`src/design/swpr_pkg.sv`:
```
// Shared widths, constants and control/status types for the sliding window
// packet receiver. No dependencies; all files but swpr_ram refer to it by scoped name.
`default_nettype none

package swpr_pkg;

   localparam int FUNC_W   = 1;
   localparam int ID_W     = 32;
   localparam int LEN_W    = 10;
   localparam int HEAD_W   = 40;
   localparam int SLOT_W   = 6;

   localparam int WINDOW_DEF      = 64;
   localparam int MAX_PAYLOAD_DEF = 512;

   // "*EOF*" with the first byte in the top bits
   localparam logic [HEAD_W-1:0] END_MARK = 40'h2A454F462A;

   localparam logic [FUNC_W-1:0] FUNC_PACKET  = 1'b0;
   localparam logic [FUNC_W-1:0] FUNC_TIMEOUT = 1'b1;

   // controller -> datapath
   typedef struct packed {
      logic capture;      // latch the accepted request beat
      logic eval;         // classify, apply store, latch result header
      logic finish;       // close the window: advance base, clear slots
      logic off_clr;      // restart the flush walk
      logic off_inc;      // step the flush walk
      logic load_single;  // load a header-only result
      logic load_rel;     // load a release result
   } cmd_type;

   // datapath -> controller
   typedef struct packed {
      logic ack;
      logic done;
      logic flush;
      logic empty;        // no stored packets once the store is applied
      logic occ_hit;      // walk offset holds a stored packet
      logic rel_last;     // next release is the final one
      logic out_free;     // result register can take a beat
   } status_type;

endpackage

`default_nettype wire

```
`src/design/swpr_ifs.sv`:
```
// Valid/ready channel interfaces for the request and response beats.
// Depends on swpr_pkg for the field widths.
`default_nettype none

interface swpr_req_if;
   logic                             valid;
   logic                             ready;
   logic [swpr_pkg::FUNC_W-1:0]      func;
   logic [swpr_pkg::ID_W-1:0]        packet_id;
   logic [swpr_pkg::LEN_W-1:0]       payload_length;
   logic [swpr_pkg::HEAD_W-1:0]      payload_head;

   modport source (output valid, func, packet_id, payload_length, payload_head,
                   input ready);
   modport sink   (input valid, func, packet_id, payload_length, payload_head,
                   output ready);
endinterface

interface swpr_rsp_if;
   logic                             valid;
   logic                             ready;
   logic                             ack_valid;
   logic [swpr_pkg::ID_W-1:0]        ack_number;
   logic                             store_valid;
   logic [swpr_pkg::SLOT_W-1:0]      store_slot;
   logic                             release_valid;
   logic [swpr_pkg::SLOT_W-1:0]      release_slot;
   logic [swpr_pkg::ID_W-1:0]        release_id;
   logic [swpr_pkg::LEN_W-1:0]       release_length;
   logic                             done_res;
   logic                             last;

   modport source (output valid, ack_valid, ack_number, store_valid, store_slot,
                   release_valid, release_slot, release_id, release_length,
                   done_res, last,
                   input ready);
   modport sink   (input valid, ack_valid, ack_number, store_valid, store_slot,
                   release_valid, release_slot, release_id, release_length,
                   done_res, last,
                   output ready);
endinterface

`default_nettype wire

```
`src/design/swpr_ram.sv`:
```
// Generic single-write, single-read RAM with registered read data.
// No dependencies.
`default_nettype none

module swpr_ram #(
   parameter int WIDTH = 16,
   parameter int DEPTH = 64
) (
   input  wire logic                     clock,
   input  wire logic                     wr_en,
   input  wire logic [$clog2(DEPTH)-1:0] wr_addr,
   input  wire logic [WIDTH-1:0]         wr_data,
   input  wire logic [$clog2(DEPTH)-1:0] rd_addr,
   output logic      [WIDTH-1:0]         rd_data
);

   logic [WIDTH-1:0] mem_ff [DEPTH];
   logic [WIDTH-1:0] rd_data_ff;

   always_ff @(posedge clock) begin
      if (wr_en) begin
         mem_ff[wr_addr] <= wr_data;
      end
      rd_data_ff <= mem_ff[rd_addr];
   end

   assign rd_data = rd_data_ff;

endmodule

`default_nettype wire

```
`src/design/swpr_ctrl.sv`:
```
// Sequencer for the receiver: accept, evaluate, header-only result, flush walk.
// Depends on swpr_pkg for the command and status structs.
`default_nettype none

module swpr_ctrl (
   input  wire logic                 clock,
   input  wire logic                 reset,
   input  wire logic                 req_valid,
   output logic                      req_ready,
   input  wire swpr_pkg::status_type st,
   output swpr_pkg::cmd_type         cmd
);

   typedef enum logic [4:0] {
      S_IDLE   = 5'b00001,
      S_EVAL   = 5'b00010,
      S_SINGLE = 5'b00100,
      S_SCAN   = 5'b01000,
      S_LOAD   = 5'b10000
   } state_type;

   state_type state_ff, state_in;

   always_comb begin
      state_in  = state_ff;
      cmd       = '0;
      req_ready = 1'b0;
      case (state_ff)
         S_IDLE: begin
            req_ready = 1'b1;
            if (req_valid) begin
               cmd.capture = 1'b1;
               state_in    = S_EVAL;
            end
         end
         S_EVAL: begin
            cmd.eval = 1'b1;
            if (st.flush) begin
               if (st.empty) begin
                  cmd.finish = 1'b1;
                  state_in   = (st.ack || st.done) ? S_SINGLE : S_IDLE;
               end else begin
                  cmd.off_clr = 1'b1;
                  state_in    = S_SCAN;
               end
            end else begin
               state_in = st.ack ? S_SINGLE : S_IDLE;
            end
         end
         S_SINGLE: begin
            if (st.out_free) begin
               cmd.load_single = 1'b1;
               state_in        = S_IDLE;
            end
         end
         S_SCAN: begin
            // a hit has its RAM read under way; the data is there next cycle
            if (st.occ_hit) begin
               state_in = S_LOAD;
            end else begin
               cmd.off_inc = 1'b1;
            end
         end
         S_LOAD: begin
            if (st.out_free) begin
               cmd.load_rel = 1'b1;
               cmd.off_inc  = 1'b1;
               if (st.rel_last) begin
                  cmd.finish = 1'b1;
                  state_in   = S_IDLE;
               end else begin
                  state_in = S_SCAN;
               end
            end
         end
         default: begin
            state_in = S_IDLE;
         end
      endcase
   end

   always_ff @(posedge clock) begin
      if (reset) begin
         state_ff <= S_IDLE;
      end else begin
         state_ff <= state_in;
      end
   end

endmodule

`default_nettype wire

```
`src/design/swpr_dp.sv`:
```
// Receiver datapath: window base, fill count, per-offset occupancy flags,
// offset-indexed slot/length RAM, flush walk counters and the result register.
// Depends on swpr_pkg, swpr_ifs (response channel) and swpr_ram.
`default_nettype none

module swpr_dp #(
   parameter int WINDOW      = swpr_pkg::WINDOW_DEF,
   parameter int MAX_PAYLOAD = swpr_pkg::MAX_PAYLOAD_DEF
) (
   input  wire logic                           clock,
   input  wire logic                           reset,
   input  wire logic [swpr_pkg::FUNC_W-1:0]    req_func,
   input  wire logic [swpr_pkg::ID_W-1:0]      req_packet_id,
   input  wire logic [swpr_pkg::LEN_W-1:0]     req_payload_length,
   input  wire logic [swpr_pkg::HEAD_W-1:0]    req_payload_head,
   input  wire swpr_pkg::cmd_type              cmd,
   output swpr_pkg::status_type                st,
   swpr_rsp_if.source                          rsp_bus
);

   localparam int OFF_W  = $clog2(WINDOW);
   localparam int FILL_W = $clog2(WINDOW + 1);
   localparam int ID_W   = swpr_pkg::ID_W;
   localparam int LEN_W  = swpr_pkg::LEN_W;
   localparam int SLOT_W = swpr_pkg::SLOT_W;
   localparam int RAM_W  = SLOT_W + LEN_W;

   // latched request beat
   logic [swpr_pkg::FUNC_W-1:0] in_func_ff;
   logic [ID_W-1:0]             in_id_ff;
   logic [LEN_W-1:0]            in_len_ff;
   logic [swpr_pkg::HEAD_W-1:0] in_head_ff;

   // window state
   logic [ID_W-1:0]   base_ff, base_in;
   logic [FILL_W-1:0] fill_ff, fill_in;
   logic              finished_ff, finished_in;
   logic [WINDOW-1:0] occ_ff, occ_in;

   // flush walk
   logic [OFF_W-1:0]  off_ff, off_in;
   logic [FILL_W-1:0] rel_cnt_ff, rel_cnt_in;

   // result header, latched at evaluation
   logic              hdr_ack_ff;
   logic [ID_W-1:0]   ack_num_ff;
   logic              hdr_store_ff;
   logic [SLOT_W-1:0] store_slot_ff;
   logic              done_ff;
   logic              first_ff, first_in;

   // result register
   logic              out_valid_ff, out_valid_in;
   logic              o_ack_valid_ff;
   logic [ID_W-1:0]   o_ack_number_ff;
   logic              o_store_valid_ff;
   logic [SLOT_W-1:0] o_store_slot_ff;
   logic              o_rel_valid_ff;
   logic [SLOT_W-1:0] o_rel_slot_ff;
   logic [ID_W-1:0]   o_rel_id_ff;
   logic [LEN_W-1:0]  o_rel_len_ff;
   logic              o_done_ff;
   logic              o_last_ff;

   // classification
   logic [ID_W-1:0]   diff;
   logic [OFF_W-1:0]  off;
   logic              below, in_win, dup, is_new, is_pkt, eof;
   logic              do_ack, do_store, do_done, do_flush;
   logic [FILL_W-1:0] fill_after;
   logic [LEN_W-1:0]  len_sat;
   logic              out_free, load, done_now;

   logic              ram_wr_en;
   logic [RAM_W-1:0]  ram_wr_data, ram_rd_data;
   logic [SLOT_W-1:0] rd_slot;
   logic [LEN_W-1:0]  rd_len;

   always_comb begin
      diff     = in_id_ff - base_ff;
      below    = in_id_ff < base_ff;
      // window never wraps: an id past the top of the range is above it
      in_win   = !below && (diff < ID_W'(WINDOW));
      off      = diff[OFF_W-1:0];
      dup      = in_win && occ_ff[off];
      is_new   = in_win && !dup;
      is_pkt   = !finished_ff && (in_func_ff == swpr_pkg::FUNC_PACKET);
      eof      = is_new && (in_head_ff == swpr_pkg::END_MARK);
      do_ack   = is_pkt && (in_win || below);
      do_done  = is_pkt && eof;
      do_store = is_pkt && is_new && !eof;
      fill_after = fill_ff + FILL_W'(do_store);
      do_flush = !finished_ff && ((in_func_ff == swpr_pkg::FUNC_TIMEOUT) || do_done ||
                                  (do_store && (fill_after == FILL_W'(WINDOW))));
      len_sat  = (ID_W'(in_len_ff) > ID_W'(MAX_PAYLOAD)) ? LEN_W'(MAX_PAYLOAD) : in_len_ff;
   end

   assign ram_wr_en   = cmd.eval && do_store;
   assign ram_wr_data = {SLOT_W'(fill_ff), len_sat};
   assign rd_slot     = ram_rd_data[RAM_W-1:LEN_W];
   assign rd_len      = ram_rd_data[LEN_W-1:0];

   swpr_ram #(
      .WIDTH (RAM_W),
      .DEPTH (WINDOW)
   ) u_slot_ram (
      .clock   (clock),
      .wr_en   (ram_wr_en),
      .wr_addr (off),
      .wr_data (ram_wr_data),
      .rd_addr (off_ff),
      .rd_data (ram_rd_data)
   );

   assign out_free = !out_valid_ff || rsp_bus.ready;
   assign load     = cmd.load_single || cmd.load_rel;
   assign done_now = cmd.eval ? do_done : done_ff;

   always_comb begin
      st.ack      = do_ack;
      st.done     = do_done;
      st.flush    = do_flush;
      st.empty    = (fill_after == '0);
      st.occ_hit  = occ_ff[off_ff];
      st.rel_last = ((rel_cnt_ff + FILL_W'(1)) == fill_ff);
      st.out_free = out_free;
   end

   // window state, flush walk, first-result flag and output valid next values
   always_comb begin
      base_in     = base_ff;
      fill_in     = fill_ff;
      finished_in = finished_ff;
      occ_in      = occ_ff;
      if (cmd.finish) begin
         base_in     = base_ff + ID_W'(WINDOW);
         fill_in     = '0;
         occ_in      = '0;
         finished_in = finished_ff || done_now;
      end else if (cmd.eval) begin
         fill_in = fill_after;
         if (do_store) begin
            occ_in[off] = 1'b1;
         end
      end

      off_in     = off_ff;
      rel_cnt_in = rel_cnt_ff;
      if (cmd.off_clr) begin
         off_in     = '0;
         rel_cnt_in = '0;
      end else begin
         if (cmd.off_inc) begin
            off_in = off_ff + OFF_W'(1);
         end
         if (cmd.load_rel) begin
            rel_cnt_in = rel_cnt_ff + FILL_W'(1);
         end
      end

      first_in = first_ff;
      if (cmd.eval) begin
         first_in = 1'b1;
      end else if (load) begin
         first_in = 1'b0;
      end

      out_valid_in = out_valid_ff;
      if (load) begin
         out_valid_in = 1'b1;
      end else if (rsp_bus.ready) begin
         out_valid_in = 1'b0;
      end
   end

   always_ff @(posedge clock) begin
      if (reset) begin
         base_ff      <= '0;
         fill_ff      <= '0;
         finished_ff  <= 1'b0;
         occ_ff       <= '0;
         out_valid_ff <= 1'b0;
      end else begin
         base_ff      <= base_in;
         fill_ff      <= fill_in;
         finished_ff  <= finished_in;
         occ_ff       <= occ_in;
         out_valid_ff <= out_valid_in;
      end
   end

   always_ff @(posedge clock) begin
      off_ff     <= off_in;
      rel_cnt_ff <= rel_cnt_in;
      first_ff   <= first_in;

      if (cmd.capture) begin
         in_func_ff <= req_func;
         in_id_ff   <= req_packet_id;
         in_len_ff  <= req_payload_length;
         in_head_ff <= req_payload_head;
      end

      if (cmd.eval) begin
         hdr_ack_ff    <= do_ack;
         ack_num_ff    <= do_ack ? in_id_ff + ID_W'(1) : '0;
         hdr_store_ff  <= do_store;
         store_slot_ff <= do_store ? SLOT_W'(fill_ff) : '0;
         done_ff       <= do_done;
      end

      if (load) begin
         o_ack_valid_ff   <= first_ff && hdr_ack_ff;
         o_ack_number_ff  <= first_ff ? ack_num_ff : '0;
         o_store_valid_ff <= first_ff && hdr_store_ff;
         o_store_slot_ff  <= first_ff ? store_slot_ff : '0;
         o_rel_valid_ff   <= cmd.load_rel;
         o_rel_slot_ff    <= cmd.load_rel ? rd_slot : '0;
         o_rel_id_ff      <= cmd.load_rel ? base_ff + ID_W'(off_ff) : '0;
         o_rel_len_ff     <= cmd.load_rel ? rd_len : '0;
         o_done_ff        <= done_ff;
         o_last_ff        <= cmd.load_single || st.rel_last;
      end
   end

   assign rsp_bus.valid          = out_valid_ff;
   assign rsp_bus.ack_valid      = o_ack_valid_ff;
   assign rsp_bus.ack_number     = o_ack_number_ff;
   assign rsp_bus.store_valid    = o_store_valid_ff;
   assign rsp_bus.store_slot     = o_store_slot_ff;
   assign rsp_bus.release_valid  = o_rel_valid_ff;
   assign rsp_bus.release_slot   = o_rel_slot_ff;
   assign rsp_bus.release_id     = o_rel_id_ff;
   assign rsp_bus.release_length = o_rel_len_ff;
   assign rsp_bus.done_res       = o_done_ff;
   assign rsp_bus.last           = o_last_ff;

endmodule

`default_nettype wire

```
`src/design/sliding_window_packet_receiver.sv`:
```
// Top level of the selective-repeat receive window controller.
// Depends on swpr_pkg, swpr_ifs, swpr_ctrl, swpr_dp (and swpr_ram below it).
//
// Each request beat is a packet arrival or a timeout tick. It is accepted in
// S_IDLE, evaluated in S_EVAL and, if it gives a response, loaded into the
// result register. A beat that only acknowledges or stores loads its response
// in S_SINGLE once the result register is free, and the next request is
// taken when the sequencer is back in S_IDLE. A beat that gives no response
// frees the input straight after S_EVAL. A flush walks the window offsets
// from the base, one offset per cycle while no packet is stored there; a
// stored packet takes an extra S_LOAD step for the registered read of the
// offset-indexed slot RAM, and waits there while the result register is not
// free. A flush ends at the last stored packet. Duplicate detection uses one
// occupancy flag per window offset, so there is no clearing pass after reset.
// Requests are taken only while the sequencer is idle; a finished response
// waits in its output register while the next request is accepted.
`default_nettype none

module sliding_window_packet_receiver #(
   parameter int WINDOW      = swpr_pkg::WINDOW_DEF,
   parameter int MAX_PAYLOAD = swpr_pkg::MAX_PAYLOAD_DEF
) (
   input  wire logic  clock,
   input  wire logic  reset,
   swpr_req_if.sink   req_bus,
   swpr_rsp_if.source rsp_bus
);

   swpr_pkg::cmd_type    cmd;
   swpr_pkg::status_type st;
   logic                 req_ready;

   assign req_bus.ready = req_ready;

   swpr_ctrl u_ctrl (
      .clock     (clock),
      .reset     (reset),
      .req_valid (req_bus.valid),
      .req_ready (req_ready),
      .st        (st),
      .cmd       (cmd)
   );

   swpr_dp #(
      .WINDOW      (WINDOW),
      .MAX_PAYLOAD (MAX_PAYLOAD)
   ) u_dp (
      .clock              (clock),
      .reset              (reset),
      .req_func           (req_bus.func),
      .req_packet_id      (req_bus.packet_id),
      .req_payload_length (req_bus.payload_length),
      .req_payload_head   (req_bus.payload_head),
      .cmd                (cmd),
      .st                 (st),
      .rsp_bus            (rsp_bus)
   );

endmodule

`default_nettype wire
```
`src/flat_wrapper.sv`:
```
// flat-port wrapper written by rule: the top's interface ports become plain ports
module sliding_window_packet_receiver_flat 
#(
   parameter int WINDOW      = swpr_pkg::WINDOW_DEF,
   parameter int MAX_PAYLOAD = swpr_pkg::MAX_PAYLOAD_DEF
)
  (clock, reset, req_bus_valid, req_bus_func, req_bus_packet_id, req_bus_payload_length, req_bus_payload_head, req_bus_ready, rsp_bus_valid, rsp_bus_ack_valid, rsp_bus_ack_number, rsp_bus_store_valid, rsp_bus_store_slot, rsp_bus_release_valid, rsp_bus_release_slot, rsp_bus_release_id, rsp_bus_release_length, rsp_bus_done_res, rsp_bus_last, rsp_bus_ready);
  swpr_req_if req_bus_i ();
  swpr_rsp_if rsp_bus_i ();
  input  wire logic clock;
  input  wire logic reset;
  input wire logic [$bits(req_bus_i.valid)-1:0] req_bus_valid;
  input wire logic [$bits(req_bus_i.func)-1:0] req_bus_func;
  input wire logic [$bits(req_bus_i.packet_id)-1:0] req_bus_packet_id;
  input wire logic [$bits(req_bus_i.payload_length)-1:0] req_bus_payload_length;
  input wire logic [$bits(req_bus_i.payload_head)-1:0] req_bus_payload_head;
  output wire logic [$bits(req_bus_i.ready)-1:0] req_bus_ready;
  output wire logic [$bits(rsp_bus_i.valid)-1:0] rsp_bus_valid;
  output wire logic [$bits(rsp_bus_i.ack_valid)-1:0] rsp_bus_ack_valid;
  output wire logic [$bits(rsp_bus_i.ack_number)-1:0] rsp_bus_ack_number;
  output wire logic [$bits(rsp_bus_i.store_valid)-1:0] rsp_bus_store_valid;
  output wire logic [$bits(rsp_bus_i.store_slot)-1:0] rsp_bus_store_slot;
  output wire logic [$bits(rsp_bus_i.release_valid)-1:0] rsp_bus_release_valid;
  output wire logic [$bits(rsp_bus_i.release_slot)-1:0] rsp_bus_release_slot;
  output wire logic [$bits(rsp_bus_i.release_id)-1:0] rsp_bus_release_id;
  output wire logic [$bits(rsp_bus_i.release_length)-1:0] rsp_bus_release_length;
  output wire logic [$bits(rsp_bus_i.done_res)-1:0] rsp_bus_done_res;
  output wire logic [$bits(rsp_bus_i.last)-1:0] rsp_bus_last;
  input wire logic [$bits(rsp_bus_i.ready)-1:0] rsp_bus_ready;
  assign req_bus_i.valid = req_bus_valid;
  assign req_bus_i.func = req_bus_func;
  assign req_bus_i.packet_id = req_bus_packet_id;
  assign req_bus_i.payload_length = req_bus_payload_length;
  assign req_bus_i.payload_head = req_bus_payload_head;
  assign req_bus_ready = req_bus_i.ready;
  assign rsp_bus_valid = rsp_bus_i.valid;
  assign rsp_bus_ack_valid = rsp_bus_i.ack_valid;
  assign rsp_bus_ack_number = rsp_bus_i.ack_number;
  assign rsp_bus_store_valid = rsp_bus_i.store_valid;
  assign rsp_bus_store_slot = rsp_bus_i.store_slot;
  assign rsp_bus_release_valid = rsp_bus_i.release_valid;
  assign rsp_bus_release_slot = rsp_bus_i.release_slot;
  assign rsp_bus_release_id = rsp_bus_i.release_id;
  assign rsp_bus_release_length = rsp_bus_i.release_length;
  assign rsp_bus_done_res = rsp_bus_i.done_res;
  assign rsp_bus_last = rsp_bus_i.last;
  assign rsp_bus_i.ready = rsp_bus_ready;
  sliding_window_packet_receiver #(.WINDOW(WINDOW), .MAX_PAYLOAD(MAX_PAYLOAD)) u_core (.clock(clock), .reset(reset), .req_bus(req_bus_i), .rsp_bus(rsp_bus_i));
endmodule
```
`config.mk`:
```
export PLATFORM = sky130hd
export DESIGN_NAME = sliding_window_packet_receiver_flat
export DESIGN_NICKNAME = d
export VERILOG_FILES = /design/src/design/swpr_pkg.sv /design/src/design/swpr_ifs.sv /design/src/design/swpr_ram.sv /design/src/design/swpr_ctrl.sv /design/src/design/swpr_dp.sv /design/src/design/sliding_window_packet_receiver.sv /design/src/flat_wrapper.sv
export SDC_FILE = /design/constraint.sdc
export NUM_CORES = 2
export LEC_CHECK = 0
export ABC_AREA = 1
export BUFFER_PORTS_ARGS = -buffer_cell sky130_fd_sc_hd__buf_2
export CELL_PAD_IN_SITES_DETAIL_PLACEMENT = 0
export CELL_PAD_IN_SITES_GLOBAL_PLACEMENT = 1
export CORE_ASPECT_RATIO = 2
export CORE_MARGIN = 2
export CORE_UTILIZATION = 55
export DETAILED_ROUTE_END_ITERATION = 16
export GPL_TIMING_DRIVEN = 0
export PLACE_DENSITY = 0.92
export SLEW_MARGIN = 25
export SYNTH_ARGS = -nofsm -noshare
export SYNTH_HDL_FRONTEND = slang
export SYNTH_SLANG_ARGS = --single-unit
```
`constraint.sdc`:
```
create_clock -name clock -period 6.9 [get_ports clock]
set_input_delay 0 -clock clock [delete_from_list [all_inputs] [get_ports clock]]
set_output_delay 0 -clock clock [all_outputs]
set_load 0.01 [all_outputs]
```
## After elaboration in Yosys (flattened, before gate mapping)

Memory sizes are Yosys's and may differ from the RTL's. A register that Yosys moved wholly into a read port is not among the register bits.
Index checks and enable logic that the tools add are counted.

- Logic and storage cells: 127
- Input port bits: 87
- Output and inout port bits: 93
- RAM bits: 1,024
- ROM bits: 0
- Latch bits: 0
- Memories kept: 1
- Register bits: 339

- Bitwise logic cells: 2
- Equal/unequal tests: 12
- $lt $le $gt $ge: 6
- Muxes and demuxes: 38
- Reductions and logical operators: 33
- Shift-type cells: 0
- Multipliers: 0
- Div/mod/pow operators: 0
- Add/subtract/negate cells: 7

Memories:

| memory | depth | bits a word | rd ports | clocked after memory_dff | wr ports | RTL line | source |
|---|---|---|---|---|---|---|---|
| u_core.u_dp.u_slot_ram.mem_ff | 64 | 16 | 1 | 1 | 1 | swpr_ram.sv:17 | `logic [WIDTH-1:0] mem_ff [DEPTH];` |

Operator list:

| kind | count |
|---|---|
| $or A64 B64 Y64 | 1 |
| $eq A40 B38 Y1 const B | 1 |
| $add A32 B1 Y32 const B | 1 |
| $add A32 B6 Y32 | 1 |
| $add A32 B7 Y32 const B | 1 |
| $lt A32 B32 Y1 | 1 |
| $lt A32 B7 Y1 const B | 1 |
| $sub A32 B32 Y32 | 1 |
| $pmux W5 S5 | 1 |
| $mux W1 | 21 |
| $mux W5 | 4 |
| $logic_and A1 B1 Y1 | 15 |
| $lt A6 B7 Y1 const B | 2 |
| $bmux W1 S6 | 2 |
| $mux W4 | 3 |
| $gt A10 B10 Y1 const B | 1 |
| $mux W10 | 1 |
| $logic_or A1 B1 Y1 | 8 |
| $add A7 B1 Y7 | 1 |
| $add A7 B1 Y7 const B | 1 |
| $eq A7 B7 Y1 | 1 |
| $eq A7 B7 Y1 const B | 1 |
| $logic_not A7 Y1 | 1 |
| $add A6 B1 Y6 const B | 1 |
| other kinds (18) | 26 |

## Longest topological paths before layout

- Depth after elaboration: 17
- Mapped depth: 36

## Modules after synthesis

A second synthesis with hierarchy kept.

- Cell total of the unflattened synthesis: 5,636
- Area total of the unflattened synthesis: 59,354.4 um^2

By module, submodules not included:

| module | cells each | times used | area an instance (um^2) |
|---|---|---|---|
| swpr_ram | 3,517 | 1 | 42,099.1 |
| swpr_dp | 2,048 | 1 | 16,824.9 |
| swpr_ctrl | 71 | 1 | 430.4 |

## Worst setup path before layout

OpenSTA, ideal clock, no wires.

- Kind: flip-flop to flip-flop
- Start: register u_core.u_ctrl.state_ff[2]
- End: register u_core.u_dp.in_func_ff (enable)
- Setup time: 0.525 ns
- Path slack: 1.872 ns
- Required time: 6.375 ns
- Stages on the path, launching flop included: 6
- Arrival time: 4.502 ns
- Path buffers: 0
- Cell sequence: dfxtp_1 -> nor2_1 -> nand2_1 -> nor3_1 -> inv_1 -> nor2_1

RTL lines:

| what | RTL line | source |
|---|---|---|
| start: declaration | swpr_ctrl.sv:22 | `state_type state_ff, state_in;` |
| start signal: assignment | swpr_ctrl.sv:86 | `state_ff <= state_in;` |
| end signal: assignment | swpr_dp.sv:198 | `in_func_ff <= req_func;` |
| end: declaration | swpr_dp.sv:29 | `logic [swpr_pkg::FUNC_W-1:0] in_func_ff;` |

## Worst setup path in the final report

- Start: register u_core.u_dp.base_ff[6]
- End: register u_core.u_dp.occ_ff[1]

- Word-level cells in the longest chain between the ends: 17
- Elaborated cells between the ends (all ways): 25
- Classes of those cells: add/sub: 2; order compare: 2; eq/ne: 1; mux: 3; reduce/logical: 17

Ends and longest elaborated chain:

| what | RTL line | source |
|---|---|---|
| start: declaration | swpr_dp.sv:35 | `logic [ID_W-1:0] base_ff, base_in;` |
| start signal: assignment | swpr_dp.sv:184 | `base_ff <= base_in;` |
| $sub A32 B32 Y32 or $lt A32 B32 Y1 (tied branches) | swpr_dp.sv:80, swpr_dp.sv:81 |  |
| $lt A32 B7 Y1 or $logic_not A1 Y1 (tied branches) | swpr_dp.sv:83 | `in_win = !below && (diff < ID_W'(WINDOW));` |
| $logic_and A1 B1 Y1 * | swpr_dp.sv:83 |  |
| $logic_and A1 B1 Y1 | swpr_dp.sv:85 | `dup = in_win && occ_ff[off];` |
| $logic_not A1 Y1 | swpr_dp.sv:86 | `is_new = in_win && !dup;` |
| $logic_and A1 B1 Y1 * | swpr_dp.sv:86 |  |
| $logic_and A1 B1 Y1 | swpr_dp.sv:88 | `eof = is_new && (in_head_ff == swpr_pkg::END_MARK);` |
| $logic_not A1 Y1 | swpr_dp.sv:91 | `do_store = is_pkt && is_new && !eof;` |
| (+1 left out) | - |  |
| net u_core.u_dp.do_store | swpr_dp.sv:69 | `logic do_ack, do_store, do_done, do_flush;` |
| $add A7 B1 Y7 | swpr_dp.sv:92 | `fill_after = fill_ff + FILL_W'(do_store);` |
| $eq A7 B7 Y1 | swpr_dp.sv:94 | `(do_store && (fill_after == FILL_W'(WINDOW))));` |
| $logic_and A1 B1 Y1 | swpr_dp.sv:94 |  |
| $logic_or A1 B1 Y1 | swpr_dp.sv:93 | `do_flush = !finished_ff && ((in_func_ff == swpr_pkg::FUNC_TIMEOUT) \|\| do_done \|\|` |
| $logic_and A1 B1 Y1 | swpr_dp.sv:93 |  |
| $mux W2 | swpr_ctrl.sv:38 | `if (st.flush) begin` |
| $pmux W1 S2 | swpr_ctrl.sv:28 | `case (state_ff)` |
| $reduce_or A2 Y1 (no source line) | - |  |
| end signal: assignment | swpr_dp.sv:187 | `occ_ff <= occ_in;` |
| end: declaration | swpr_dp.sv:38 | `logic [WINDOW-1:0] occ_ff, occ_in;` |

Mark *: on every way through the listed nets, which the timed path passes. The rest lies on a longest branch.
A chain may end at the register's enable or synchronous reset.

==> implementation parameters <==
Parameter                              Value

Power
  Cell internal pwr ... roughly 0.013 W
  Leakage Power ... ~24 nW
  NetSw ... around 0.0042 W
  Overall power after layout ... 0.0172 W
  Share of power burned in combinational logic ... 7.9%
  Worst-case vdd ir drop ... approximately 0.23 mV
  Share of total power in the clock network ... 38.7%
  Fraction of power spent switching nets ... about a quarter
  Sequential cell fraction of total power ... between 50% and 60%
  Total power density per cell area ... between 200 and 300 nW/um^2

Floorplanning
  I/O pin count ... 180
  Chip Height ... approximately 460 um
  Starting density of the core ... between 50 and 60%
  DIE AREA ... 105000 um^2
  Number of core rows ... 166
  Core area ... about 100000 um^2
  Die span in x ... approximately 230 um

Cells and area
  Net count reported at finish ... roughly 5500
  Fraction of final layout cells with drive strength greater than 1 ... a little under an eighth
  Multi-input gate area in the final layout ... between 10000 and 15000 um^2
  Storage element area ... ~40000 um^2
  Fill cell instance count of the final layout ... between 7000 and 8000
  Utilization after layout ... between 60 and 70%
  Area added between synthesis and finish ... 19.4%

Setup path
  Most used cell along the critical path ... nand2_1
  Classification of the worst setup path ... register to register
  Peak fanout along the critical path ... 10
  CP Capture Point ... u_core.u_dp.occ_ff[1]
  Worst reg2reg path endpoint ... u_core.u_dp.occ_ff[1]
  Crit path largest cell delay ... ~0.80 ns
  Cell type of the slowest stage on the worst timing path ... dfxtp_1
  R2R Setup Slk ... 0.73 ns
  Worst r2r src ... u_core.u_dp.base_ff[6]
  Sort of element at the end of the critical path ... register
  Arrival @ worst endpoint ... around 6.9 ns
  Register-to-Register Path Depth ... 32
  Required @ worst endpoint ... between 7 and 8 ns
  Launching element of the worst setup path ... u_core.u_dp.base_ff[6]
  Crit path launch type ... register

Place
  Global placer's final weighted congestion ... about 1.1
  IO Port Bufs ... between 150 and 200
  Estimated wirelength of the detail-placed design ... 159000 um
  Post-placement setup slack ... around 0.94 ns

CTS
  Clk_lat worst skew ... around 0.77 ns
  CTS H-tree lvls ... 3
  Root buffer cell ... clkbuf_16
  CTS clock-pin slew for the worst setup and hold paths ... about 0.07 ns
  Number of buffers added by the clock tree synthesis step ... between 100 and 150
  Clock tree from TritonCTS ... yes
  Post-CTS Setup Bufs ... 0
  Clock Path Buffers ... 3
  Clock Sinks ... 1373

GRT
  Busiest layer in global routing ... met2
  Met2 global-route usage ... about 70%
  Number of antenna violations at the first check in global routing ... 9
  Maximum number of pins on one net before global-route repair ... slightly below 70
  First-pass GRT wire length ... 316000 um
  Number of global-route vias before repair ... roughly 45000
  Combined global-route utilization of all metal layers ... about 43%
  Met1 track utilization from global routing ... 42.8%
  GR Overflow Total ... 0
  Met3 GRT Util ... 12.3%

Timing
  Highest clock frequency the design can meet ... between 150 and 200 MHz
  Worst hold margin ... 0.171 ns
  Slew at the pin with the worst max-slew slack ... approximately 1.3 ns
  Final setup TNS ... 0 ns
  Number of pins exceeding their max-slew limit in the final report ... 0
  Final setup margin ... approximately 0.73 ns
  Portion of the clock cycle consumed by the worst path in the final layout ... between 80% and 90%
  Tightest slew margin relative to the limit ... between 10% and 20%
  Post-route clock skew ... around 0.033 ns
  Unrepaired setup endpoints after global routing ... no
  Number of failing setup endpoints in the final timing report ... 0
  Hold Vio Cnt, Final ... 0
  Min Clock Period, post-route ... ~6.2 ns

Yosys
  Fraction of registers with async set/reset ... 0%
  Cell area after technology mapping ... 56400 um^2
  Synthesis warning total ... 0
  Synth Instances ... 4816
  Sequential area share after synthesis ... 70.7%
  Synth Area per Inst ... roughly 12 um^2
  Number of distinct standard cells referenced by the synthesized netlist ... a little under 60
  Number of nets in the synthesized netlist ... approximately 4900
  EDFF count, synth ... 1238
  Number of storage elements in the synthesis netlist ... 1373
  Prevailing post-synth register cell ... edfxtp_1

Run status
  Outcome ... completed

Routing
  Total DRC errors in the routed layout ... 0
  Average routed wire per standard cell ... 33.6 um
  First-pass detailed-route iteration total ... 8
  Average via count per standard cell ... ~6.6
  Routed WL ... between 200000 and 250000 um
  Post-route ant nets ... 0
  Number of vias after detailed routing ... between 40000 and 50000
  DRC marker count from the first detailed-route iteration ... between 6000 and 7000

Hold path
  Class of the worst hold path ... primary input to register

Job
  Number of max-cap violations ... 0
-- timing repair --
item / 4_1_cts / 5_1_grt
resized for setup: 0 / 0
hold endpoints to repair: 164 / 0
hold buffers: 171 / 0
-- layout make-up --
cell class / count / area share, %
diodes: 12 / 0.0446
plain buffers: 268 / 1.65
clock buffers: 130 / 4.27
clock inverters: 79 / 1.22
inverters: 323 / 1.80
multi-input cells: 2852 / 22.0
flip-flops and latches: 1373 / 59.2
well taps: 1344 / 2.50
repair buffers: 445 / 7.27
-- flip-flops by register name, summed over array words and instances (netlist names), 5 cells and up --
name,count
u_core.u_dp.in_len_ff,10
u_core.u_dp.off_ff,6
u_core.u_dp.store_slot_ff,6
u_core.u_ctrl.state_ff,5
u_core.u_dp.in_head_ff,40
u_core.u_dp.rsp_bus.ack_number,32
u_core.u_dp.in_id_ff,32
u_core.u_dp.rsp_bus.store_slot,6
u_core.u_dp.ack_num_ff,32
u_core.u_dp.u_slot_ram.mem_ff,1024
u_core.u_dp.rsp_bus.release_id,32
u_core.u_dp.fill_ff,7
u_core.u_dp.rel_cnt_ff,7
u_core.u_dp.rsp_bus.release_length,10
u_core.u_dp.u_slot_ram.rd_data,16
u_core.u_dp.base_ff,26
u_core.u_dp.occ_ff,64
u_core.u_dp.rsp_bus.release_slot,6
-- per-layer routing --
metal | vias to the layer above | part of all wire, %
li1 | 18500 | -
met2 | 4079 | 47
met3 | 1407 | 12
met1 | 21400 | 28
met4 | 2 | 14
met5 | - | 0.0048
-- worst min path at each step --
stage	from	endpoint	slack [ns]	cells past startpoint
floorplan	req_bus_func	u_core.u_dp.in_func_ff	0.1	0
global route	req_bus_valid	u_core.u_ctrl.state_ff[1]	0.18	4
detailed placement	req_bus_payload_head[14]	u_core.u_dp.in_head_ff[14]	0.18	1
CTS	req_bus_valid	u_core.u_ctrl.state_ff[1]	0.12	4
global placement	req_bus_payload_head[38]	u_core.u_dp.in_head_ff[38]	0.18	1
finish	req_bus_valid	u_core.u_ctrl.state_ff[1]	0.17	4
-- kinds of logic after synthesis --
kind of cell             count (synthesis)  share of synthesized area [%]
adder cells (fa/ha/maj)                 33                          0.745
XOR/XNOR                                44                          0.683
buffers and inverters                  591                           4.07
AND/OR/NAND/NOR                       1679                           12.4
AO/OA/AOI/OAI                         1096                           11.5
flip-flops                            1373                           70.7
-- worst max-delay path: cells and delay by family, from the launching register on --
kind                     cells  cell delay [ns]
AO/OA/AOI/OAI                2             0.26
XOR/XNOR                     1             0.20
adder cells (fa/ha/maj)      4             1.12
buffers and inverters        5             0.72
flip-flops                   1             0.80
AND/OR/NAND/NOR             20             2.97
-- power groups by stage --
stage / Sequential [W] / Combinational (W) / Clock, W
2_1_floorplan: 0.00937 / 0.000629 / 0
3_3_place_gp: 0.00942 / 0.00107 / 0
3_5_place_dp: 0.00937 / 0.00119 / 0
4_1_cts: 0.00919 / 0.00128 / 0.00657
5_1_grt: 0.00919 / 0.00141 / 0.00688
6_report: 0.00919 / 0.00135 / 0.00665
-- layout by cell type, fill, tap and decap left out, types with 7 or more instances in the layout --
master         instances
buf_16                55
a31oi_1               14
inv_1                308
nor2_1               728
buf_2                189
nand2_2                8
buf_12                38
clkbuf_2              20
clkinv_2              26
o21ai_0              574
clkbuf_1             234
o211ai_1              40
nand3b_1               9
clkinv_1              19
nor2_4                75
a21oi_1               97
o21ai_1                9
xor2_1                37
nand4_1               88
buf_4                 11
o221ai_1              95
edfxtp_1            1238
o21a_1                65
clkinv_4               7
dlygate4sd3_1        171
nor3_1                32
ha_1                  32
clkbuf_16            111
xnor2_1                7
nand2_1              556
bufinv_16             13
inv_2                 11
nor3b_1                9
nand3_1              141
a32o_1                11
nor4_1                14
diode_2               12
clkinvlp_4             7
dfxtp_1              129
o22ai_1              169
-- through the flow --
stage               area, um^2  cells
floorplan                56400   4816
global placement         59000   6338
detailed placement       61900   6434
CTS                      67300   6814
global route             67300   6815
finish                   67400   6826
-- cells in the mapped netlist, drive strengths merged (2+ instances only) --
| cell | count | area share [%] |
|---|---|---|
| xor2 | 37 | 0.57 |
| clkinv | 3 | 0.020 |
| a31oi | 14 | 0.16 |
| buf | 28 | 0.32 |
| nor4 | 16 | 0.22 |
| nor3b | 9 | 0.12 |
| nor2 | 807 | 5.4 |
| inv | 320 | 2.1 |
| a22oi | 4 | 0.053 |
| nand3 | 147 | 1.4 |
| o21ai | 584 | 5.2 |
| a2111oi | 2 | 0.031 |
| edfxtp | 1238 | 66 |
| xnor2 | 7 | 0.11 |
| clkbuf | 240 | 1.6 |
| ha | 32 | 0.71 |
| nand4 | 89 | 1.0 |
| o221ai | 95 | 1.5 |
| a21oi | 97 | 0.86 |
| and3 | 2 | 0.022 |
| o211ai | 40 | 0.53 |
| dfxtp | 135 | 4.8 |
| a21boi | 2 | 0.027 |
| o21a | 65 | 0.86 |
| a32o | 11 | 0.20 |
| o22ai | 169 | 1.9 |
| nor3 | 33 | 0.29 |
| o21bai | 4 | 0.060 |
| nand2 | 565 | 3.8 |
| nand3b | 9 | 0.12 |
Power figures use the tool's default switching activity.
